## config.mk

```make
export PLATFORM = sky130hd
export DESIGN_NAME = ropr_ctrl
export DESIGN_NICKNAME = d
export VERILOG_FILES = /design/src/rtl/ropr_pkg.sv /design/src/rtl/ropr_ctrl.sv
export SDC_FILE = /design/constraint.sdc
export NUM_CORES = 1
export LEC_CHECK = 0
export ABC_AREA = 0
export BUFFER_PORTS_ARGS = -buffer_cell sky130_fd_sc_hd__buf_2
export CORE_MARGIN = 2
export CORE_UTILIZATION = 47
export DETAILED_ROUTE_END_ITERATION = 8
export PLACE_DENSITY = 0.72
export SYNTH_ARGS = -nofsm -noshare
export SYNTH_HDL_FRONTEND = slang
export SYNTH_SLANG_ARGS = --single-unit
```

## constraint.sdc

```tcl
create_clock -name clk -period 1.8 [get_ports clk]
set_clock_uncertainty 0.05 [all_clocks]
set_input_delay 0.36 -clock clk [delete_from_list [all_inputs] [get_ports clk]]
set_output_delay 0.36 -clock clk [all_outputs]
set_load 0.005 [all_outputs]
```

## src/rtl/ropr_pkg.sv

```systemverilog
// Shared types and constants for the rotated offset pair range unit.
`default_nettype none
package ropr_pkg;
  localparam int unsigned POSITION_BITS_DEF = 32;
  localparam logic [0:0] OP_ORIGIN = 1'b0;
  localparam logic [0:0] OP_END    = 1'b1;

  // Micro-operations of the shared datapath.
  typedef enum logic [3:0] {
    UOP_LOAD  = 4'd0,
    UOP_DOT   = 4'd1,
    UOP_KSC   = 4'd2,
    UOP_CROSS = 4'd3,
    UOP_TERMS = 4'd4,
    UOP_SUM   = 4'd5,
    UOP_SQR   = 4'd6,
    UOP_ROOT  = 4'd7,
    UOP_HOLD  = 4'd8
  } uop_t;

  typedef struct packed {
    uop_t       uop;
    logic [1:0] axis;
    logic [1:0] sub;
  } ropr_cmd_t;

  typedef struct packed {
    logic root_done;
    logic is_end;
  } ropr_stat_t;
endpackage
`default_nettype wire

```

## src/rtl/ropr_ctrl.sv

```systemverilog
// Sequencer for the rotated offset pair range unit.
`default_nettype none
module ropr_ctrl (
  input  wire logic              clk,
  input  wire logic              rst,
  input  wire logic              in_fire,
  input  wire logic              out_free,
  input  ropr_pkg::ropr_stat_t   stat,
  output ropr_pkg::ropr_cmd_t    cmd,
  output logic                   busy,
  output logic                   out_load
);
  import ropr_pkg::*;

  typedef enum logic [6:0] {
    S_IDLE  = 7'b0000001,
    S_DOT   = 7'b0000010,
    S_KSC   = 7'b0000100,
    S_ROT   = 7'b0001000,
    S_SQR   = 7'b0010000,
    S_ROOT  = 7'b0100000,
    S_OUT   = 7'b1000000
  } state_t;

  state_t     state, state_next;
  logic [1:0] axis, axis_next;
  logic [1:0] sub, sub_next;

  always_ff @(posedge clk) begin
    if (rst) begin
      state <= S_IDLE;
      axis  <= '0;
      sub   <= '0;
    end else begin
      state <= state_next;
      axis  <= axis_next;
      sub   <= sub_next;
    end
  end

  always_comb begin
    state_next   = state;
    axis_next    = axis;
    sub_next     = sub;
    cmd.uop      = UOP_HOLD;
    cmd.axis     = axis;
    cmd.sub      = sub;
    out_load     = 1'b0;
    busy         = 1'b1;
    unique case (state)
      S_IDLE: begin
        busy = 1'b0;
        if (in_fire) begin
          cmd.uop    = UOP_LOAD;
          state_next = S_DOT;
          axis_next  = 2'd0;
          sub_next   = 2'd0;
        end
      end
      // One product per cycle into the dot product accumulator.
      S_DOT: begin
        cmd.uop = UOP_DOT;
        if (axis == 2'd2) begin
          axis_next = 2'd0; state_next = S_KSC;
        end else axis_next = axis + 2'd1;
      end
      // Product 0 is s*s, 1..3 subtract u.u.
      S_KSC: begin
        cmd.uop = UOP_KSC;
        if (sub == 2'd3) begin
          sub_next = 2'd0; state_next = S_ROT;
        end else sub_next = sub + 2'd1;
      end
      // Per axis: two cross products, then three terms, then the sum.
      S_ROT: begin
        if (sub <= 2'd1) cmd.uop = UOP_CROSS;
        else if (sub == 2'd2) cmd.uop = UOP_TERMS;
        else cmd.uop = UOP_SUM;
        sub_next = sub + 2'd1;
        if (sub == 2'd3) begin
          if (axis == 2'd2) begin
            axis_next = 2'd0;
            state_next = stat.is_end ? S_SQR : S_OUT;
          end else axis_next = axis + 2'd1;
        end
      end
      S_SQR: begin
        cmd.uop = UOP_SQR;
        if (axis == 2'd2) begin
          axis_next = 2'd0; state_next = S_ROOT;
        end else axis_next = axis + 2'd1;
      end
      S_ROOT: begin
        cmd.uop = UOP_ROOT;
        if (stat.root_done) state_next = S_OUT;
      end
      S_OUT: begin
        if (out_free) begin
          out_load   = 1'b1;
          state_next = S_IDLE;
        end
      end
      default: state_next = S_IDLE;
    endcase
  end
endmodule
`default_nettype wire

```

==> results.toml, run 1 <==
[critical_path]
path_max_fanout = 6
path_class = "flip-flop to output pin"
cp.required_ps = 1390
crit_chain = "nor2b_1 -> o211ai_1 -> and4_1 -> or2_4 -> buf_6"
slowest_stage = "dfxtp_4"
end_kind = "output pin"
cpPeakStageDelay_ps = 420
worst_ep_arrival_time_ps = 1640
start_kind = "flip-flop"

[yosys]
yosys_warnings = 0
syn_avg_cell_area_um2 = 8.459
ys_seq_area_share_pct = 27.12
synthCells = 96
ys_ff_latch = 11
synth_area_um2 = 812.0
synth_edf_count = 0
synth_area_leader_cell = "dfxtp_1"
yosysUniqueCellTypes = 39
async_flop_share_pct = 0
synth_area_leaders = "dfxtp_1 (27%), o21ai_0 (5.5%), ha_1 (4.6%)"
yosysTopAreaCellShare_pct = 27.12
syn_nets = 105
ys.flop_type = "dfxtp_1"

[floorplan]
rows = 15
die_area_um2 = 2076
dieHeight_um = 45.57
start_util_pct = 48.61
die_x_um = 45.57
core_region_area_um2 = 1670
ioPinCount = 16

[drt]
drt_pass1_iterations = 4
avgViaCountPerCell = 6.238
wl_per_cell_um = 19.33
drt-initial-drc-count = 40
routed_wl_um = 3093
ant_nets = 0
vias = 998
drc = 0

[sta]
tightest_slew_ps = 342.3
setup_violations = 8
max_freq_mhz = 487.6
slew_headroom_pct = 76.99
drv_slew = 0
fin_crit_ps = 2051
rsz0062_at_grt = "true"
finalWorstSetupSlack_ps = -250.9
fin_crit_sh_pct = 113.9
hold_viol = 0

[global_routing]
grt_pass1_wl_um = 4395
grt-ovfl-total = 0
first_global_vias = 937
antenna_found_initial = 0
grt.total_usage_pct = 30.66
grt_max_degree = 13

[layout]
final_common_cell = "buf_4"
area_growth_syn_to_layout_pct = 64.10
mostFrequentLayoutCells = "buf_4 (27), buf_2 (14), inv_1 (6)"
n_antenna_cell = 0
nNetsFinal = 153
layout-drive-gt1-share_pct = 62.24

[clocking]
cts_tree = "built"
ctsLongestPathBuffers = 2
cts-htree-levels = 1
cts_buffers = 3
ctsHoldBuffers = 0
cts.clk_slew.worst_paths_ps = 80
insertion_delay_ps = 300
root_buffer = "clkbuf_4"
cts_sinks = 11

[placed_design]
gp_routability_congestion = 0.9160
portBuffers = 15
place_ws_ps = -57.60
dp_hpwl_um = 1777

[power]
max-vdd-ir-drop_mv = 0.7224
p_int_mw = 0.8529
switching_share_pct = 43.42
p_comb_share_pct = 64.6
p_clk_share_pct = 13.0
p_per_area_nw_per_um2 = 1131
p_total_mw = 1.507
power_frac_seq_pct = 22.4
power.leakage_nw = 0.5600
p_switching_mw = 0.6546

[run_status]
violations = "negative setup slack"
run_status = "finished with violations"

[run]
drv_cap = 0

[hold_path]
hold_class = "primary input to flip-flop"
## cells in the mapped netlist (all sizes together), types with 3 or more instances
library cell	n
nand4b	4
o21ai	9
or3	3
dfxtp	11
nand2b	3
inv	6
nor2b	4
nor2	6
ha	3
nor3b	3
nor3	4
nand3	5
o211ai	4
a21oi	7
## power by group through the flow
stage / Clock [mW] / Sequential, mW / Combinational [mW]
4_1_cts: 0.181 / 0.327 / 0.859
5_1_grt: 0.210 / 0.338 / 1.02
3_5_place_dp: 0 / 0.328 / 0.703
2_1_floorplan: 0 / 0.323 / 0.347
3_3_place_gp: 0 / 0.325 / 0.682
6_report: 0.197 / 0.337 / 0.974
## registers in the layout, summed over array words and instances, names as in the netlist
register and cells:
axis 2, state 7, sub 2
## cells by family after synthesis
logic type	count (synthesis)	share of synthesized area (%)
buf+inv	9	4.776
xor+xnor	2	2.158
simple gates	41	34.82
flops	11	27.12
fa+ha+maj	3	4.623
mux	2	2.619
compound gates	28	23.88
## cell type report
| cell class | instances | area, µm² |
|---|---|---|
| clock buffers | 4 | 26.28 |
| inverters | 6 | 22.52 |
| flip-flops and latches | 11 | 240.2 |
| well taps | 17 | 21.27 |
| multi-input cells | 76 | 693.2 |
| repair buffers | 46 | 329.1 |
| fillers | 103 | 337.8 |
## final timing paths
path	from	to	slack [ps]	cells past startpoint
max	state[3]	cmd[7]	-250	5
min	rst	state[2]	350	2
max reg2reg	state[5]	state[1]	-80	7
min reg2reg	sub[0]	sub[0]	450	1
## layer usage
metal  track usage, %  share of wire (%)  up-vias
met5                0                  0        -
met4            16.47                2.0        0
met2            49.58                 50       46
met1            36.01                 42      490
li1                 -                  -      455
met3            9.127                5.8        7
## critical path: cells and delay by family, from the launching register on
| family | cells | cell delay, ps |
|---|---|---|
| and+or+nand+nor | 3 | 650 |
| DFF | 1 | 420 |
| AOI/OAI and AO/OA | 1 | 160 |
| buffers and inverters | 1 | 110 |
## what timing repair did
action                                  4_1_cts  5_1_grt
gates resized for setup                      25       25
endpoints found under the setup margin        8       15
pin swaps                                     9        9
cloned                                        0        0
buffers inserted                             11        0
## per-stage QoR
| step | hold WS (ps) | util (%) | cells | setup TNS [ps] | area, µm² |
|---|---|---|---|---|---|
| 5_1_grt | 360.4 | 79.78 | 160 | -1074 | 1333 |
| 6_report | 350.8 | 79.78 | 160 | -701.1 | 1333 |
| 3_5_place_dp | 449.8 | 63.15 | 146 | -74.37 | 1055 |
| 4_1_cts | 363.6 | 74.53 | 161 | -343.1 | 1245 |
| 3_3_place_gp | 442.0 | 63.15 | 146 | -29.02 | 1055 |
| 2_1_floorplan | 439.3 | - | 96 | 0 | 817.0 |
No activity file was read; power rests on OpenSTA's default activity.
==> inputs of run 2 (changes only) <==
--- a/config.mk
+++ b/config.mk
@@ -12,4 +12,5 @@
 export DETAILED_ROUTE_END_ITERATION = 8
 export PLACE_DENSITY = 0.72
+export SKIP_LAST_GASP = 1
 export SYNTH_ARGS = -nofsm -noshare
 export SYNTH_HDL_FRONTEND = slang
==> constraint.sdc (replaced) <==
create_clock -name clk -period 1.8 [get_ports clk]
set_clock_uncertainty 0.05 [all_clocks]
set_input_delay 0.27 -clock clk [delete_from_list [all_inputs] [get_ports clk]]
set_output_delay 0.27 -clock clk [all_outputs]
set_load 0.005 [all_outputs]
==> results.toml, run 2 (same netlist as run 1, synthesis figures left out) <==
[critical_path]
r2r-start = "state[3]"
cp.required_ps = 1480
slowest_stage = "dfxtp_4"
r2r_setup_slack_ps = -80
start_kind = "flip-flop"
crit_end = "cmd[7]"
path_max_fanout = 8
critPathLaunch = "state[3]"
path_class = "flip-flop to output pin"
cpPeakStageDelay_ps = 400
end_kind = "output pin"
crit_chain = "nor3_4 -> nand3_2 -> and4_1 -> or2_4 -> buf_6"
r2r_cells = 7
reg2reg_to = "state[1]"
worst_ep_arrival_time_ps = 1640

[placed_design]
gp_routability_congestion = 0.9042
dp_hpwl_um = 1647
portBuffers = 15
place_ws_ps = 20.81
place_area_um2 = 1027

[floorplan]
rows = 15
ioPinCount = 16
core_region_area_um2 = 1670
die_x_um = 45.57
dieHeight_um = 45.57
start_util_pct = 48.61
die_area_um2 = 2076

[clocking]
cts_tree = "built"
ctsLongestPathBuffers = 2
insertion_delay_ps = 290
root_buffer = "clkbuf_4"
cts_buffers = 3
cts_sinks = 11
cts-htree-levels = 1
cts.clk_slew.worst_paths_ps = 80
ctsHoldBuffers = 0

[power]
power_frac_seq_pct = 22.7
p_int_mw = 0.9210
p_clk_share_pct = 12.0
max-vdd-ir-drop_mv = 0.7400
p_comb_share_pct = 65.3
switching_share_pct = 39.80
p_per_area_nw_per_um2 = 1202
p_total_mw = 1.530
p_switching_mw = 0.6090
power.leakage_nw = 0.5402

[run_status]
run_status = "finished with violations"
violations = "negative setup slack"

[global_routing]
grt_use_met1_pct = 33.33
antenna_found_initial = 0
first_global_vias = 825
use_met2_pct = 41.41
grt_max_degree = 13
grt_pass1_wl_um = 3774
grt-busiest-layer = "met2"
gr-usage-met3_pct = 9.127
grt.total_usage_pct = 26.90
grt-ovfl-total = 0

[sta]
max_freq_mhz = 509.1
fin_crit_ps = 1964
drv_slew = 0
whs_ps = 261.2
fin_crit_sh_pct = 109.1
setup_violations = 7
hold_viol = 0
finalWorstSetupSlack_ps = -164.1
slew_headroom_pct = 71.59
tightest_slew_ps = 422.6
rsz0062_at_grt = "true"

[layout]
largest_reg_flops = 7
postLayoutCellArea_um2 = 1272
reg_top3 = "state (7), axis (2), sub (2)"
layout-drive-gt1-share_pct = 54.61
nNetsFinal = 151
mostFrequentLayoutCells = "buf_4 (27), buf_2 (14), o21ai_0 (7)"
final_common_cell = "buf_4"
n_antenna_cell = 0
area_growth_syn_to_layout_pct = 56.70
largest_register = "state"
final_core_util_pct = 76.18

[drt]
vias = 944
drt-initial-drc-count = 43
avgViaCountPerCell = 5.975
routed_wl_um = 2677
drt_pass1_iterations = 4
ant_nets = 0
drc = 0
wl_per_cell_um = 16.94

[hold_path]
hold_class = "primary input to flip-flop"
hold_depth = 2

[run]
drv_cap = 0
run 2: cell count changes in the layout (fill, tap and decap cells not counted), sizes merged:
cell / previous run / this run
buf: 46 / 44
run 2: repair_timing:
action | CTS | global route
pin swaps | 6 | 5
setup buffers | 7 | 4
setup endpoints to repair | 4 | 12
resized for setup | 24 | 12
run 2: worst max-delay path: cells and delay by family (launching register included):
kind                   cells  cell delay, ps
and+or+nand+nor            4             840
buffers and inverters      1             110
DFF                        1             400
run 2: worst min-delay path by stage:
stage	start	endpoint	slack, ps
final	rst	state[3]	260
after global routing	rst	state[2]	260
after CTS	rst	state[3]	240
after detailed placement	axis[1]	axis[1]	460
after global placement	axis[0]	axis[0]	440
after floorplan	rst	state[5]	430
run 2: routing by layer:
layer,up-vias,share of wire (%)
li1,450,-
met3,13,5.8
met2,37,50
met4,0,4.0
met1,444,40
met5,-,0
run 2: area by class of cell:
cell class | instances | area (µm²)
multi-input combinational | 76 | 653.1
fill | 102 | 397.9
timing repair buffer | 44 | 306.5
sequential | 11 | 242.7
clock buffer | 4 | 26.28
inverter | 6 | 22.52
tap | 17 | 21.27
run 2: stage by stage:
step,cells,setup TNS [ps]
detailed placement,143,0
global route,158,-1180
global placement,143,0
CTS,154,-126.5
floorplan,96,0
finish,158,-467.1
run 2: power by group through the flow:
stage               Clock, mW  Sequential, mW  Combinational, mW
floorplan                   0           0.321              0.342
CTS                     0.184           0.333              0.878
global placement            0           0.325              0.674
detailed placement          0           0.328              0.681
global route            0.198           0.348               1.07
finish                  0.183           0.347               1.00
==> inputs of run 3 (changes only) <==
Settings changed: GPL_TIMING_DRIVEN from default to 0, MAX_ROUTING_LAYER from default to met4.
==> results.toml, run 3 (same netlist as run 1, synthesis figures left out) <==
[global_routing]
grt.total_usage_pct = 25.19
antenna_found_initial = 0
grt-ovfl-total = 0
grt_pass1_wl_um = 3650
first_global_vias = 784
grt_max_degree = 11

[clocking]
ctsLongestPathBuffers = 2
ctsHoldBuffers = 0
cts.clk_slew.worst_paths_ps = 80
cts_tree = "built"
cts_buffers = 3
root_buffer = "clkbuf_4"
insertion_delay_ps = 280
cts-htree-levels = 1
cts_sinks = 11

[critical_path]
crit_chain = "buf_6 -> nor3_4 -> nand3_2 -> and4_1 -> or2_4 -> buf_6"
cp.required_ps = 1480
end_kind = "output pin"
worst_ep_arrival_time_ps = 1700
cp_top_family = "simple AND/OR/NAND/NOR gates"
path_max_fanout = 7
start_kind = "flip-flop"
path_class = "flip-flop to output pin"
slowest_stage = "dfxtp_1"
path_buf_inv = 2
cpPeakStageDelay_ps = 320
crit_top_cell = "buf_6"

[run_status]
violations = "negative setup slack"
run_status = "finished with violations"

[placed_design]
placed_cells = 128
place_ws_ps = -309.0
gp_routability_congestion = 0.9466
portBuffers = 15
dp_hpwl_um = 1364

[drt]
drt-initial-drc-count = 18
avgViaCountPerCell = 6.109
ant_nets = 0
wl_per_cell_um = 18.71
drc = 0
routed_wl_um = 2750
drt_pass1_iterations = 4
vias = 898

[sta]
max_freq_mhz = 495.1
setup_violations = 9
tightest_slew_ps = 576.1
finalWorstSetupSlack_ps = -220.0
fin_crit_ps = 2020
rsz0062_at_grt = "true"
hold_viol = 0
drv_slew = 0
fin_crit_sh_pct = 112.2
slew_headroom_pct = 61.59

[floorplan]
dieHeight_um = 45.57
die_x_um = 45.57
core_region_area_um2 = 1670
rows = 15
ioPinCount = 16
die_area_um2 = 2076
start_util_pct = 48.61

[layout]
layout-drive-gt1-share_pct = 53.85
largest_reg_flops = 7
mostFrequentLayoutCells = "buf_2 (14), buf_4 (12), o21ai_0 (7)"
final_common_cell = "buf_2"
nFillCells = 123
stdcell_count = 147
multiInputGateArea_um2 = 680.7
area_growth_syn_to_layout_pct = 50.39
nNetsFinal = 140
seq_area_um2 = 239.0
largest_register = "state"
reg_top3 = "state (7), axis (2), sub (2)"
n_antenna_cell = 0

[run]
drv_cap = 0

[hold_path]
hold_class = "primary input to flip-flop"

[power]
p_per_area_nw_per_um2 = 1204
max-vdd-ir-drop_mv = 0.7803
power.leakage_nw = 0.4894
run 3: worst reg2reg max path, delay by kind of cell, from the launching register on:
family / cells / cell delay (ps)
mux: 1 / 320
flops: 1 / 380
buf+inv: 2 / 300
simple gates: 2 / 300
compound gates: 2 / 470
run 3: final timing paths:
path	start	depth (start not counted)	slack, ps	to
min	rst	4	300	state[5]
max reg2reg	state[5]	7	-130	state[4]
max	state[4]	6	-220	cmd[7]
min reg2reg	axis[1]	2	470	axis[1]
run 3: what timing repair did:
action,4_1_cts,5_1_grt
resized for setup,19,28
buffers inserted,9,7
pin swaps,11,16
setup endpoints to repair,8,15
gates cloned,0,0
run 3: cell type report:
cell class	instances	share of cell area [%]
plain buffers	2	1.230
multi-input cells	76	55.74
inverters	6	1.844
well taps	17	1.742
repair buffers	31	17.73
flip-flops and latches	11	19.57
clock buffers	4	2.152
run 3: routing by layer:
metal	vias to the layer above	global-route usage, %	wire length (µm)
met5	-	-	0
met4	0	8.824	91
met3	13	5.952	138
met2	27	37.75	1362
met1	426	32.93	1157
li1	432	-	-
run 3: power by group:
group          internal [mW]  switching [mW]  total [mW]
sequential             0.280          0.0716       0.352
combinational          0.485           0.452       0.938
clock                 0.0862          0.0945       0.181
run 3: metrics by stage:
step | total power [mW] | hold WS, ps | instance area, µm² | utilization, % | setup TNS [ps]
after detailed placement | 0.7917 | 464.0 | 908.4 | 54.38 | -438.4
after CTS | 1.181 | 268.1 | 1086 | 65.02 | -356.1
after global placement | 0.7830 | 442.4 | 908.4 | 54.38 | -341.4
final | 1.470 | 295.0 | 1221 | 73.11 | -744.6
after global routing | 1.536 | 320.1 | 1221 | 73.11 | -1321
after floorplan | 0.6633 | 425.1 | 812.0 | - | 0
